===== src/hw/rtl/ffa_pkg.sv =====
// Shared types, codes and constants of the extent allocator
`default_nettype none
package ffa_pkg;

  localparam int MAX_EXTENTS_DEF = 64;

  localparam logic [1:0] MODE_ALLOC   = 2'd0;
  localparam logic [1:0] MODE_FREE    = 2'd1;
  localparam logic [1:0] MODE_RESERVE = 2'd2;
  localparam logic [1:0] MODE_CLEAR   = 2'd3;

  localparam logic [3:0] ST_OK      = 4'd0;
  localparam logic [3:0] ST_LIMIT   = 4'd1;
  localparam logic [3:0] ST_NOFIT   = 4'd2;
  localparam logic [3:0] ST_HEADER  = 4'd3;
  localparam logic [3:0] ST_TRAIL   = 4'd4;
  localparam logic [3:0] ST_LEAD    = 4'd5;
  localparam logic [3:0] ST_BEFORE  = 4'd6;
  localparam logic [3:0] ST_UNAVAIL = 4'd7;
  localparam logic [3:0] ST_FULL    = 4'd8;

  localparam logic [31:0] OFFSET_LIMIT = 32'h0100_0000;
  localparam logic [31:0] TOP_SECTOR   = 32'hFFFF_FFFF;
  localparam logic [7:0]  HDR_RESET    = 8'd16;

  typedef struct packed {
    logic [31:0] start;
    logic [31:0] len;
  } entry_t;

  // controller to datapath
  typedef struct packed {
    logic accept;
    logic init;
    logic found;
    logic advance;
    logic apply;
    logic read_up;
    logic read_dn;
    logic rem_step;
    logic rem_done;
    logic ins_step;
    logic ins_final;
    logic load_out;
  } cmd_t;

  // datapath to controller
  typedef struct packed {
    logic req_clear;
    logic req_zero;
    logic at_end;
    logic hit;
    logic plan_rem;
    logic plan_ins;
    logic rem_last;
    logic ins_here;
  } sts_t;

endpackage
`default_nettype wire


===== src/hw/rtl/ffa_ctrl.sv =====
// Controller state machine of the extent allocator
`default_nettype none
module ffa_ctrl (
  input  wire          clk,
  input  wire          rst,
  input  wire          in_valid,
  output logic         in_ready,
  input  wire          out_ready,
  output logic         out_valid,
  input  ffa_pkg::sts_t sts,
  output ffa_pkg::cmd_t cmd
);
  import ffa_pkg::*;

  localparam logic [3:0] S_INIT    = 4'd0;
  localparam logic [3:0] S_IDLE    = 4'd1;
  localparam logic [3:0] S_CLR     = 4'd2;
  localparam logic [3:0] S_SCAN    = 4'd3;
  localparam logic [3:0] S_EVAL    = 4'd4;
  localparam logic [3:0] S_RESOLVE = 4'd5;
  localparam logic [3:0] S_REM     = 4'd6;
  localparam logic [3:0] S_REMW    = 4'd7;
  localparam logic [3:0] S_INS     = 4'd8;
  localparam logic [3:0] S_INSW    = 4'd9;
  localparam logic [3:0] S_DONE    = 4'd10;

  logic [3:0] state, state_next;

  assign in_ready = (state == S_IDLE);

  always_comb begin
    cmd = '0;
    state_next = state;
    unique case (state)
      S_INIT: begin
        cmd.init = 1'b1;
        state_next = S_IDLE;
      end
      S_IDLE: begin
        if (in_valid) begin
          cmd.accept = 1'b1;
          if (sts.req_clear) state_next = S_CLR;
          else if (sts.req_zero) state_next = S_DONE;
          else state_next = S_SCAN;
        end
      end
      S_CLR: begin
        cmd.init = 1'b1;
        state_next = S_DONE;
      end
      S_SCAN: begin
        state_next = sts.at_end ? S_RESOLVE : S_EVAL;
      end
      S_EVAL: begin
        if (sts.hit) begin
          cmd.found = 1'b1;
          state_next = S_RESOLVE;
        end else begin
          cmd.advance = 1'b1;
          state_next = S_SCAN;
        end
      end
      S_RESOLVE: begin
        cmd.apply = 1'b1;
        if (sts.plan_rem) state_next = S_REM;
        else if (sts.plan_ins) state_next = S_INS;
        else state_next = S_DONE;
      end
      S_REM: begin
        if (sts.rem_last) begin
          cmd.rem_done = 1'b1;
          state_next = S_DONE;
        end else begin
          cmd.read_up = 1'b1;
          state_next = S_REMW;
        end
      end
      S_REMW: begin
        cmd.rem_step = 1'b1;
        state_next = S_REM;
      end
      S_INS: begin
        if (sts.ins_here) begin
          cmd.ins_final = 1'b1;
          state_next = S_DONE;
        end else begin
          cmd.read_dn = 1'b1;
          state_next = S_INSW;
        end
      end
      S_INSW: begin
        cmd.ins_step = 1'b1;
        state_next = S_INS;
      end
      S_DONE: begin
        // hand over once the output register is free
        if (!out_valid || out_ready) begin
          cmd.load_out = 1'b1;
          state_next = S_IDLE;
        end
      end
      default: state_next = S_INIT;
    endcase
  end

  always_ff @(posedge clk) begin
    if (rst) begin
      state <= S_INIT;
      out_valid <= 1'b0;
    end else begin
      state <= state_next;
      if (cmd.load_out) out_valid <= 1'b1;
      else if (out_ready) out_valid <= 1'b0;
    end
  end
endmodule
`default_nettype wire


===== config.mk =====
export PLATFORM = sky130hd
export DESIGN_NAME = ffa_ctrl
export DESIGN_NICKNAME = d
export VERILOG_FILES = /design/src/hw/rtl/ffa_pkg.sv /design/src/hw/rtl/ffa_ctrl.sv
export SDC_FILE = /design/constraint.sdc
export NUM_CORES = 1
export LEC_CHECK = 0
export BUFFER_PORTS_ARGS = -buffer_cell sky130_fd_sc_hd__buf_4
export CAP_MARGIN = 20
export CORE_AREA = 8 8 45 47
export CTS_BUF_LIST = sky130_fd_sc_hd__clkbuf_16
export DETAILED_ROUTE_END_ITERATION = 10
export DIE_AREA = 0 0 53 55
export GPL_ROUTABILITY_DRIVEN = 0
export PLACE_DENSITY = 0.67
export SYNTH_ARGS = -nofsm -noshare
export SYNTH_HDL_FRONTEND = slang
export SYNTH_SLANG_ARGS = --single-unit

===== constraint.sdc =====
create_clock -name clk -period 3.29 [get_ports clk]
set_clock_uncertainty 0.1 [all_clocks]
set_input_delay 0.658 -clock clk [delete_from_list [all_inputs] [get_ports clk]]
set_output_delay 0.658 -clock clk [all_outputs]
set_load 0.01 [all_outputs]

== After elaboration in Yosys (flattened, before gate mapping) ==
Cells that the tools add are included.

* $add $sub $neg: 0
* $mul: 0
* Divide/modulo/power cells: 0
* Magnitude comparators: 0
* Eq/ne operators: 12
* Shift operators: 0
* Multiplexer cells: 32
* Bitwise operators: 0
* Reductions and logical operators: 6

{| class="wikitable"
|+ Operators with widths
! operator !! number
|-
| $pmux 4 s11 || 1
|-
| $mux 4 || 6
|-
| $mux 1 || 21
|-
| $eq 4x3->1 const B || 4
|-
| $eq 4x4->1 const B || 3
|-
| $eq 4x2->1 const B || 2
|-
| $mux 2 || 3
|-
| $eq 4x1->1 const B || 1
|-
| $logic_not 4->1 || 1
|-
| $ne 2x2->1 const B || 2
|-
| $mux 3 || 1
|-
| $reduce_and 2->1 || 1
|-
| $reduce_bool 2->1 || 1
|-
| $reduce_or 2->1 || 1
|-
| $logic_not 1->1 || 1
|-
| $logic_or 1x1->1 || 1
|}

* Flip-flop bits (word level): 5
* Bits in latches: 0
* RAM bits: 0
* Memory bits (read-only): 0
* Bits of input ports: 12
* Output and inout port bits: 14
* Logic and storage cells: 52
* Memories: 0

== Depth between registers and ports, before layout ==
Gate-level depths: netlist of the first run.

* Word-level depth: 5
* Gate-level depth with buffers: 6
* Depth with buffers taken out: 4

== Worst setup path after synthesis of the first run ==
Ideal clock, no wire load.

* Path kind: input to output
* Start point: in sts[4] (netlist bit)
* End point: out cmd[8] (netlist bit)
* Arrival: 1.064 ns
* Data required time: 2.532 ns
* Path slack: 1.468 ns
* Stages on the path: 1
* Buffers on the path: 0
* Cells stage by stage: nor4_1

* Longest elaborated chain between the ends: 2

{| class="wikitable"
|+ RTL lines
! item !! RTL line !! text
|-
| start, declared || ffa_ctrl.sv:10 || <nowiki>input ffa_pkg::sts_t sts,</nowiki>
|-
| $mux 1 || ffa_ctrl.sv:55 || <nowiki>if (sts.hit) begin</nowiki>
|-
| $mux 2 || ffa_ctrl.sv:34 || <nowiki>unique case (state)</nowiki>
|-
| end, declared || ffa_ctrl.sv:11 || <nowiki>output ffa_pkg::cmd_t cmd</nowiki>
|}

Every way passes these cells.

==> results of run 1 <==
## worst min-delay path by stage
stage | startpoint | cells past startpoint | endpoint
detailed placement | out_valid | 2 | out_valid
floorplan | out_valid | 2 | out_valid
global placement | out_valid | 2 | out_valid
global route | out_valid | 2 | out_valid
finish | out_valid | 2 | out_valid
CTS | out_valid | 2 | out_valid
## logic make-up after synthesis
kind of cell           share of synthesized area
AND/OR/NAND/NOR                            0.420
buffers and inverters                     0.0907
AO/OA/AOI/OAI                              0.264
flip-flops                                 0.207
XOR/XNOR                                  0.0181
## power groups by stage
stage	Sequential (W)	Combinational, W	Clock [W]
2_1_floorplan	0.0000891	0.000176	0
3_3_place_gp	0.000131	0.000195	0
3_5_place_dp	0.000132	0.000197	0
4_1_cts	0.000131	0.000200	0.000200
5_1_grt	0.000142	0.000217	0.000204
6_report	0.000132	0.000196	0.000198
## Yosys cell counts (all sizes together), types with 2 or more instances
| cell | number |
|---|---|
| nand2 | 3 |
| a21boi | 2 |
| nor2b | 2 |
| o21ai | 4 |
| nand3 | 2 |
| nand2b | 7 |
| buf | 4 |
| dfxtp | 5 |
| nor3 | 7 |
| nor2 | 3 |
| nand3b | 2 |
| inv | 3 |
| a31o | 2 |
| and3b | 2 |
| a21oi | 4 |
## layout make-up
class	instances	area (um^2)	share of cell area
Multi-Input combinational cell	53	339	0.460
Timing Repair Buffer	25	188	0.255
Sequential cell	5	100	0.136
Clock buffer	3	75.1	0.102
Tap cell	16	20.0	0.0272
Inverter	3	11.3	0.0153
Clock inverter	1	3.75	0.00509
## worst min-delay path: cells and delay by family (launching register included)
family | cells | cell delay (ps)
AO/OA/AOI/OAI | 1 | 80
AND/OR/NAND/NOR | 1 | 140
flip-flops | 1 | 300
## metrics by stage
step                      utilization  total power [W]
after floorplan                     -         0.000265
after CTS                       0.533         0.000530
after detailed placement        0.476         0.000329
after global placement          0.476         0.000326
after global routing            0.533         0.000563
final                           0.533         0.000525
## flip-flops by register name (all words and copies together) (netlist names)
| name | count |
|---|---|
| state | 4 |
| out_valid | 1 |
## metal layers
| layer | up-vias | global-route usage | share of wire |
|---|---|---|---|
| met5 | - | 0 | 0 |
| met4 | 0 | 0.0776 | 0.034 |
| met3 | 5 | 0.0455 | 0.092 |
| met2 | 20 | 0.162 | 0.45 |
| met1 | 244 | 0.108 | 0.42 |
| li1 | 286 | - | - |
==> impl_results.md, run 1 <==
- IO Port Bufs: 25
- Pre-antenna DRT Iters: 3
- Crit path from: state[1]
- Netlist Area Pre-Place: 483 um^2
- Sw Pwr: 0.000181 W
- Core Rows: 14
- Seq/Total Area, Yosys: 0.207
- Number of synthesized flops with an enable pin: 0
- Fin crit period: 2360 ps
- HP Class: flop to flop
- Syn avg cell area: 7.32 um^2
- WHS: 469 ps
- Number of antenna violations at the first check in global routing: 0
- Number of max-slew violations in the final report: 0
- Final period util: 0.718
- Commonest non-fill, non-tap cell in the layout: buf_4
- Synthesized flop and latch total: 5
- Crit start category: flop
- Fill cell count: 139
- Asr flop ratio synth: 0
- First-pass GRT wire length: 2240 um
- Setup TNS: 0 ps
- Die X: 53 um
- Internal power: 0.000344 W
- Length in cells of the worst reg-to-reg path: 4
- Top cell type's share of synthesized area: 0.207
- Area Overhead vs Synth: 52.6%
- Syn_nets: 78
- Max FO, Critical Path: 18
- Worst Tran Pin Value: 549 ps
- Vias in the first global route: 525
- Clock slew seen by the registers of the worst setup and hold paths: 30 ps
- Grt total ovfl: 0
- Post-synth cell types: 33
- Synth top area cells: dfxtp_1, nand2b_1, nor3_1
- Layout cells sized above 1: 0.333
- Area of placed instances: 658 um^2
- Die area: 2920 um^2
- CP max stage delay: 660 ps
- Design area: 737 um^2
- Htree depth: 1
- Status: finished clean
- Min setup slack post-route: 928 ps
- Clock Root Buffer: clkbuf_16
- WL/cell: 13.5 um
- RSZ-0062 raised after global routing: no
- Worst Setup EP: cmd[6]
- Top FF cell, synth: dfxtp_1
- Fmax: 423 MHz
- CTS tree: done
- RR Startpoint: state[3]
- Seq pwr share: 0.251
- # resized after CTS: 0
- Most frequent cells in the layout: buf_4, nand2b_1, nor3_1
- CP Capture Type: output pin
- RR Endpoint: state[1]
- Hold buffer count at CTS: 0
- Diodes inserted: 0
- CP Buf/Inv Count: 1
- Cells after Synth: 66
- Finished Layout Cells: 106
- Pin count of the biggest net entering global routing: 19
- Vias per cell: 5.24
- Required time worst endpoint: 2530 ps
- Die Y: 55 um
- GR Util All Layers: 0.103
- # Max-Cap Violations: 0
- Clock share of power: 0.376
- Max_slew headroom: 0.633
- Crit-path cells: nand2b_1 -> nor3_1 -> buf_4
- Crit path kind: flop to output pin
- Clk_lat worst skew: 230 ps
- DP Cell Count: 102
- CP delay by family, top: flip-flops
- Post-route ant nets: 0
- Dominant cell type by area after synthesis: dfxtp_1
- Worst vdd ir: 0.411 mV
- # IOs: 26
- Worst EP arrival: 1600 ps
- Final wirelength: 1430 um
- Synthesis Warnings: 0
- Post-CTS setup buffer count: 0
- R2R Setup Slk: 1730 ps
- Initial Util: 0.349
- Sinks on Clock Net: 5
- DR DRC count: 0
- Power per cell area: 713 nW/um^2
- Max Root-Sink Buffers: 2
- DPL Wire Length: 1090 um
- Lkg Pwr: 0.325 nW
- Final setup viols: 0
- CP Depth: 3
- Sw frac: 0.345
- Num CTS Buffers: 3
- Slowest cell on crit path: dfxtp_1
- Via count: 555
- Core area: 1380 um^2
- Post-Place Setup Slack: 1180 ps
- Comb power frac: 0.373
- Final #Nets: 103
- Final hold vios: 0
- Initial drt markers: 4
Note: power is estimated with default switching activity, not from simulation.
==> run 2, diff against run 1 <==
Settings changed: ABC_AREA set to 1.
Clock period 3.29 ns to 2.3 ns, I/O delays scaled along.
==> impl_results.md, run 2 <==
- Worst EP arrival: 1220 ps (was 1600 ps)
- Fin crit period: 1780 ps
- Die area: 2920 um^2 (unchanged)
- Initial drt markers: 24 (was 4)
- Power consumption: 0.000834 W (was 0.000525 W)
- Die Y: 55 um (unchanged)
- GR Util All Layers: 0.106 (was 0.103)
- Synthesized flop and latch total: 5 (unchanged)
- Asr flop ratio synth: 0 (unchanged)
- RR Startpoint: state[0] (was state[3])
- Number of antenna violations at the first check in global routing: 0 (unchanged)
- Synth top area cells: dfxtp_1, nand2_1, nor2_1 (was dfxtp_1, nand2b_1, nor3_1)
- Post-route ant nets: 0 (unchanged)
- Lkg Pwr: 0.471 nW (was 0.325 nW)
- Crit path kind: flop to output pin (unchanged)
- Via count: 642 (was 555)
- Min setup slack post-route: 521 ps (was 928 ps)
- Number of max-slew violations in the final report: 0 (unchanged)
- Multiplexer share of the synthesized area: 0 (unchanged)
- Pre-antenna DRT Iters: 4 (was 3)
- Synth Area in Compound Gates: 0.0718 (was 0.264)
- Worst vdd ir: 0.755 mV (was 0.411 mV)
- Dominant cell type by area after synthesis: dfxtp_1 (unchanged)
- RR Endpoint: state[1] (unchanged)
- IO Port Bufs: 25 (unchanged)
- CP Capture Type: output pin (unchanged)
- HP Class: input port to flop (was flop to flop)
- # resized after CTS: 0 (unchanged)
- Hold buffer count at CTS: 0 (unchanged)
- Adder-cell share of the synthesized area: 0 (unchanged)
- R2R Setup Slk: 950 ps (was 1730 ps)
- Regs by FF count: state: 4 flops, out_valid: 1 flops (unchanged)
- Final #Nets: 136 (was 103)
- Seq/Total Area, Yosys: 0.205 (was 0.207)
- Setup TNS: 0 ps (unchanged)
- Largest family of logic cells by synthesized area: simple AND/OR/NAND/NOR gates (unchanged)
- Max FO, Critical Path: 6 (was 18)
- Length in cells of the worst reg-to-reg path: 9 (was 4)
- RSZ-0062 raised after global routing: no (unchanged)
- Num CTS Buffers: 3 (unchanged)
- Status: finished clean (unchanged)
- Hold Path Depth: 2 (unchanged)
- Cells after Synth: 94 (was 66)
- WHS Endpoint: state[0] (was out_valid)
- Htree depth: 1 (unchanged)
- Most frequent cells in the layout: nand2_1, buf_4, nor2_1 (was buf_4, nand2b_1, nor3_1)
- Syn_nets: 106 (was 78)
- Fmax: 562 MHz
- Top FF cell, synth: dfxtp_1 (unchanged)
- # IOs: 26 (unchanged)
- Die X: 53 um (unchanged)
- Clk_lat worst skew: 230 ps (about the same)
- Cell with the most instances after synthesis: nand2_1 (was nand2b_1)
- Initial Util: 0.353 (was 0.349)
- Post-synth cell types: 14 (was 33)
- Final wirelength: 1530 um (was 1430 um)
- Sinks on Clock Net: 5 (unchanged)
- Top cell type's share of synthesized area: 0.205 (was 0.207)
- Layout cells sized above 1: 0.366 (was 0.333)
- Max_slew headroom: 0.800 (was 0.633)
- Number of synthesized flops with an enable pin: 0 (unchanged)
- Vias per cell: 4.62 (was 5.24)
- Most instantiated cells after synthesis: nand2_1, nor2_1, inv_1, nand3_1, inv_2 (was nand2b_1, nor3_1, dfxtp_1, a21oi_1)
- DPL Wire Length: 1230 um (was 1090 um)
- Required time worst endpoint: 1740 ps (was 2530 ps)
- Core Rows: 14 (unchanged)
- Synthesis Warnings: 0 (unchanged)
- Clock slew seen by the registers of the worst setup and hold paths: 30 ps (about the same)
- Grt total ovfl: 0 (unchanged)
- Clock Root Buffer: clkbuf_16 (unchanged)
- Worst Tran Pin Value: 298 ps (was 549 ps)
- Pin count of the biggest net entering global routing: 8 (was 19)
- # Max-Cap Violations: 0 (unchanged)
- WL/cell: 11.0 um (was 13.5 um)
- Vias in the first global route: 574 (was 525)
- First-pass GRT wire length: 2370 um (was 2240 um)
- Diodes inserted: 0 (unchanged)
- DR DRC count: 0 (unchanged)
- Simple logic cell fraction of the synthesized area: 0.562 (was 0.420)
- Post-Place Setup Slack: 766 ps (was 1180 ps)
- CTS tree: done (unchanged)
- Crit start category: flop (unchanged)
- Biggest register: state (unchanged)
- Power per cell area: 1080 nW/um^2 (was 713 nW/um^2)
- Final setup viols: 0 (unchanged)
- Min-Delay Startpoint: rst (was out_valid)
- Syn avg cell area: 5.19 um^2 (was 7.32 um^2)
- Final period util: 0.774
- Commonest non-fill, non-tap cell in the layout: nand2_1 (was buf_4)
- Area Overhead vs Synth: 58.7% (was 52.6%)
- Post-CTS setup buffer count: 0 (unchanged)
- Final hold vios: 0 (unchanged)
- Xor and xnor area share after synthesis: 0 (was 0.0181)
- Core area: 1380 um^2 (unchanged)
- Max reg flops: 4 (unchanged)
- Max Root-Sink Buffers: 2 (unchanged)
- Netlist Area Pre-Place: 488 um^2 (was 483 um^2)
==> run 2: cell count changes after synthesis, sizes merged, moves of 4 or more <==
cell | before | now
nand2 | 3 | 30
nand2b | 7 | 0
buf | 4 | 0
inv | 3 | 21
nor3 | 7 | 1
nand3 | 2 | 7
nor2 | 3 | 25
==> run 2: routing by layer <==
metal / vias up / share of wire / GRT usage
met5: - / 0 / 0
met4: 0 / 0 / 0.0259
met3: 0 / 0.083 / 0.0348
met2: 18 / 0.52 / 0.207
met1: 288 / 0.40 / 0.105
li1: 336 / - / -
==> run 2: logic make-up (layout without fill, tap and decap cells) <==
kind of cell    Yosys count  in the layout
compound gates            5              5
buf+inv                  21             50
flops                     5              5
simple gates             63             63
==> run 2: stage by stage <==
step	instance area, um^2	utilization	hold slack, ps	std cells
after detailed placement	696	0.503	481	135
after global routing	774	0.560	324	139
after CTS	774	0.560	323	139
final	774	0.560	322	139
after floorplan	488	-	422	94
after global placement	696	0.503	475	135
==> run 2: worst max path at each step <==
stage,cells after the start,endpoint,from,slack (ps)
CTS,5,cmd[6],state[2],530
global route,5,cmd[11],state[0],440
finish,5,cmd[11],state[0],520
global placement,5,cmd[6],state[2],780
floorplan,3,cmd[11],state[3],910
detailed placement,5,cmd[6],state[2],770
==> run 2: area by class of cell <==
class | count | area, um^2
fillers | 147 | 609
multi-input cells | 68 | 309
repair buffers | 25 | 188
flip-flops and latches | 5 | 100
inverters | 21 | 78.8
clock buffers | 3 | 75.1
well taps | 16 | 20.0
clock inverters | 1 | 3.75
==> run 2: worst max-delay path: stages (launching register included) <==
cell     delay, ps
dfxtp_1        430
inv_2           70
nor2_2         150
nand2_2        100
nor2_1         110
buf_4          130
==> run 2: power by group <==
part	switching [W]	total [W]	internal, W
combinational	0.000246	0.000405	0.000160
sequential	0.0000388	0.000151	0.000112
clock	0.0000528	0.000278	0.000225
==> run 3, diff against run 2 <==
Settings changed: PLACE_DENSITY 0.67 to 0.7.
Clock period 2.3 ns to 1.46 ns, I/O delays scaled along.
==> impl_results.md, run 3 (same netlist as run 2, synthesis figures left out) <==
- Max FO, Critical Path: 5 (was 6)
- Crit start category: flop (unchanged)
- Final period util: 1.05
- # IOs: 26 (unchanged)
- Violated checks: setup timing
- Number of max-slew violations in the final report: 0 (unchanged)
- Power per cell area: 1670 nW/um^2 (was 1080 nW/um^2)
- Finished Layout Cells: 149 (was 139)
- Diodes inserted: 0 (unchanged)
- Initial Util: 0.353 (unchanged)
- Layout cells sized above 1: 0.579 (was 0.366)
- Commonest non-fill, non-tap cell in the layout: buf_4 (was nand2_1)
- Min setup slack post-route: -76.5 ps (was 521 ps)
- Initial drt markers: 19 (was 24)
- First-pass GRT wire length: 2860 um (was 2370 um)
- Final hold vios: 0 (unchanged)
- Die area: 2920 um^2 (unchanged)
- Max reg flops: 4 (unchanged)
- CTS tree: done (unchanged)
- Status: complete, but fails checks (was finished clean)
- Number of antenna violations at the first check in global routing: 0 (unchanged)
- Design area: 976 um^2 (was 774 um^2)
- Die Y: 55 um (unchanged)
- Clock Root Buffer: clkbuf_16 (unchanged)
- Pin count of the biggest net entering global routing: 8 (unchanged)
- Worst vdd ir: 1.09 mV (was 0.755 mV)
- Final wirelength: 1900 um (was 1530 um)
- Biggest register: state (unchanged)
- R2R Setup Slk: 90 ps (was 950 ps)
- Htree depth: 1 (unchanged)
- IO Port Bufs: 25 (unchanged)
- Required time worst endpoint: 1070 ps (was 1740 ps)
- CP Capture Type: output pin (unchanged)
- Area Overhead vs Synth: 100% (was 58.7%)
- Slowest cell on crit path: dfxtp_4 (was dfxtp_1)
- WL/cell: 12.8 um (was 11.0 um)
- Hold buffer count at CTS: 0 (unchanged)
- CP delay by family, top: flip-flops (unchanged)
- Max_slew headroom: 0.840 (was 0.800)
- Vias per cell: 4.65 (was 4.62)
- Most frequent cells in the layout: buf_4, nand2_1, nor2_1 (was nand2_1, buf_4, nor2_1)
- Clock slew seen by the registers of the worst setup and hold paths: 40 ps (was 30 ps)
- CP Buf/Inv Count: 2 (unchanged)
- Final setup viols: 9 (was 0)
- Fin crit period: 1540 ps
- Max Root-Sink Buffers: 2 (unchanged)
- Area of placed instances: 696 um^2 (unchanged)
- Regs by FF count: state: 4 flops, out_valid: 1 flops (unchanged)
- GR Util All Layers: 0.131 (was 0.106)
- Setup TNS: -395 ps (was 0 ps)
- HP Class: input port to flop (unchanged)
- Vias in the first global route: 676 (was 574)
- Num CTS Buffers: 3 (unchanged)
- Pre-antenna DRT Iters: 4 (unchanged)
- Sinks on Clock Net: 5 (unchanged)
- Fmax: 651 MHz
- Via count: 693 (was 642)
- Core area: 1380 um^2 (unchanged)
- # Max-Cap Violations: 0 (unchanged)
- Util after Layout: 0.705 (was 0.560)
- DR DRC count: 0 (unchanged)
- DPL Wire Length: 1250 um (was 1230 um)
- Fill cell count: 109 (was 147)
- Crit path kind: flop to output pin (unchanged)
- DP Cell Count: 135 (unchanged)
- Core Rows: 14 (unchanged)
- RSZ-0062 raised after global routing: yes (was no)
- CP max stage delay: 400 ps (was 430 ps)
- Grt total ovfl: 0 (unchanged)
- Final #Nets: 146 (was 136)
- Crit-path cells: inv_4 -> nor2_4 -> nand2_2 -> nor2_2 -> buf_4 (was inv_2 -> nor2_2 -> nand2_2 -> nor2_1 -> buf_4)
- Die X: 53 um (unchanged)
- Post-route ant nets: 0 (unchanged)
- Clk_lat worst skew: 230 ps (about the same)
- Lkg Pwr: 0.543 nW (was 0.471 nW)
- Worst EP arrival: 1140 ps (was 1220 ps)
- Worst Tran Pin Value: 239 ps (was 298 ps)
==> run 3: changes by cell type in the layout (fill, tap and decap cells not counted), sizes merged <==
cell / delta
buf: +10
clkinv: +1
inv: -1
==> run 3: timing repair <==
action / CTS / global route
setup buffers: 6 / 5
pin swaps: 2 / 7
setup endpoints to repair: 11 / 12
resized for setup: 25 / 15
==> run 3: worst reg2reg max path, stage by stage, from the launching register on <==
cell and delay (ps):
dfxtp_4 400, inv_4 60, nand2_4 70, inv_2 60
nand2_2 80, buf_4 110, nand2_1 50, nor2_1 140
nand2_1 80, nand2_1 70, a21oi_2 50
==> run 3: final timing paths <==
check	from	endpoint	cells past startpoint
setup / recovery	state[3]	cmd[0]	5
hold reg to reg	out_valid	out_valid	4
setup reg to reg	state[0]	state[0]	10
hold / removal	rst	state[0]	2
==> run 3: final cells by class <==
| class | count | area (um^2) | share of cell area |
|---|---|---|---|
| inverters | 21 | 86.3 | 0.0885 |
| multi-input cells | 68 | 397 | 0.406 |
| well taps | 16 | 20.0 | 0.0205 |
| clock inverters | 1 | 5.00 | 0.00513 |
| clock buffers | 3 | 75.1 | 0.0769 |
| flip-flops and latches | 5 | 115 | 0.118 |
| repair buffers | 35 | 278 | 0.285 |
==> run 3: report_power, final <==
part / leakage [nW] / total (W) / internal (W) / switching, W
clock network: 0.0409 / 0.000452 / 0.000358 / 0.0000937
registers: 0.0437 / 0.000310 / 0.000198 / 0.000112
logic: 0.459 / 0.000871 / 0.000387 / 0.000485
==> run 3: metrics by stage <==
| step | total power [W] | hold slack (ps) | worst slack [ps] |
|---|---|---|---|
| floorplan | 0.000652 | 254 | 230 |
| global placement | 0.000865 | 390 | 94.1 |
| detailed placement | 0.000864 | 388 | 88.7 |
| CTS | 0.00149 | 141 | -33.0 |
| global route | 0.00172 | 157 | -123 |
| finish | 0.00163 | 139 | -76.5 |
==> run 3: routing by layer <==
metal | track usage | share of wire
met4 | 0.103 | 0.034
met2 | 0.225 | 0.52
met5 | 0 | 0
met1 | 0.140 | 0.39
met3 | 0.0214 | 0.055
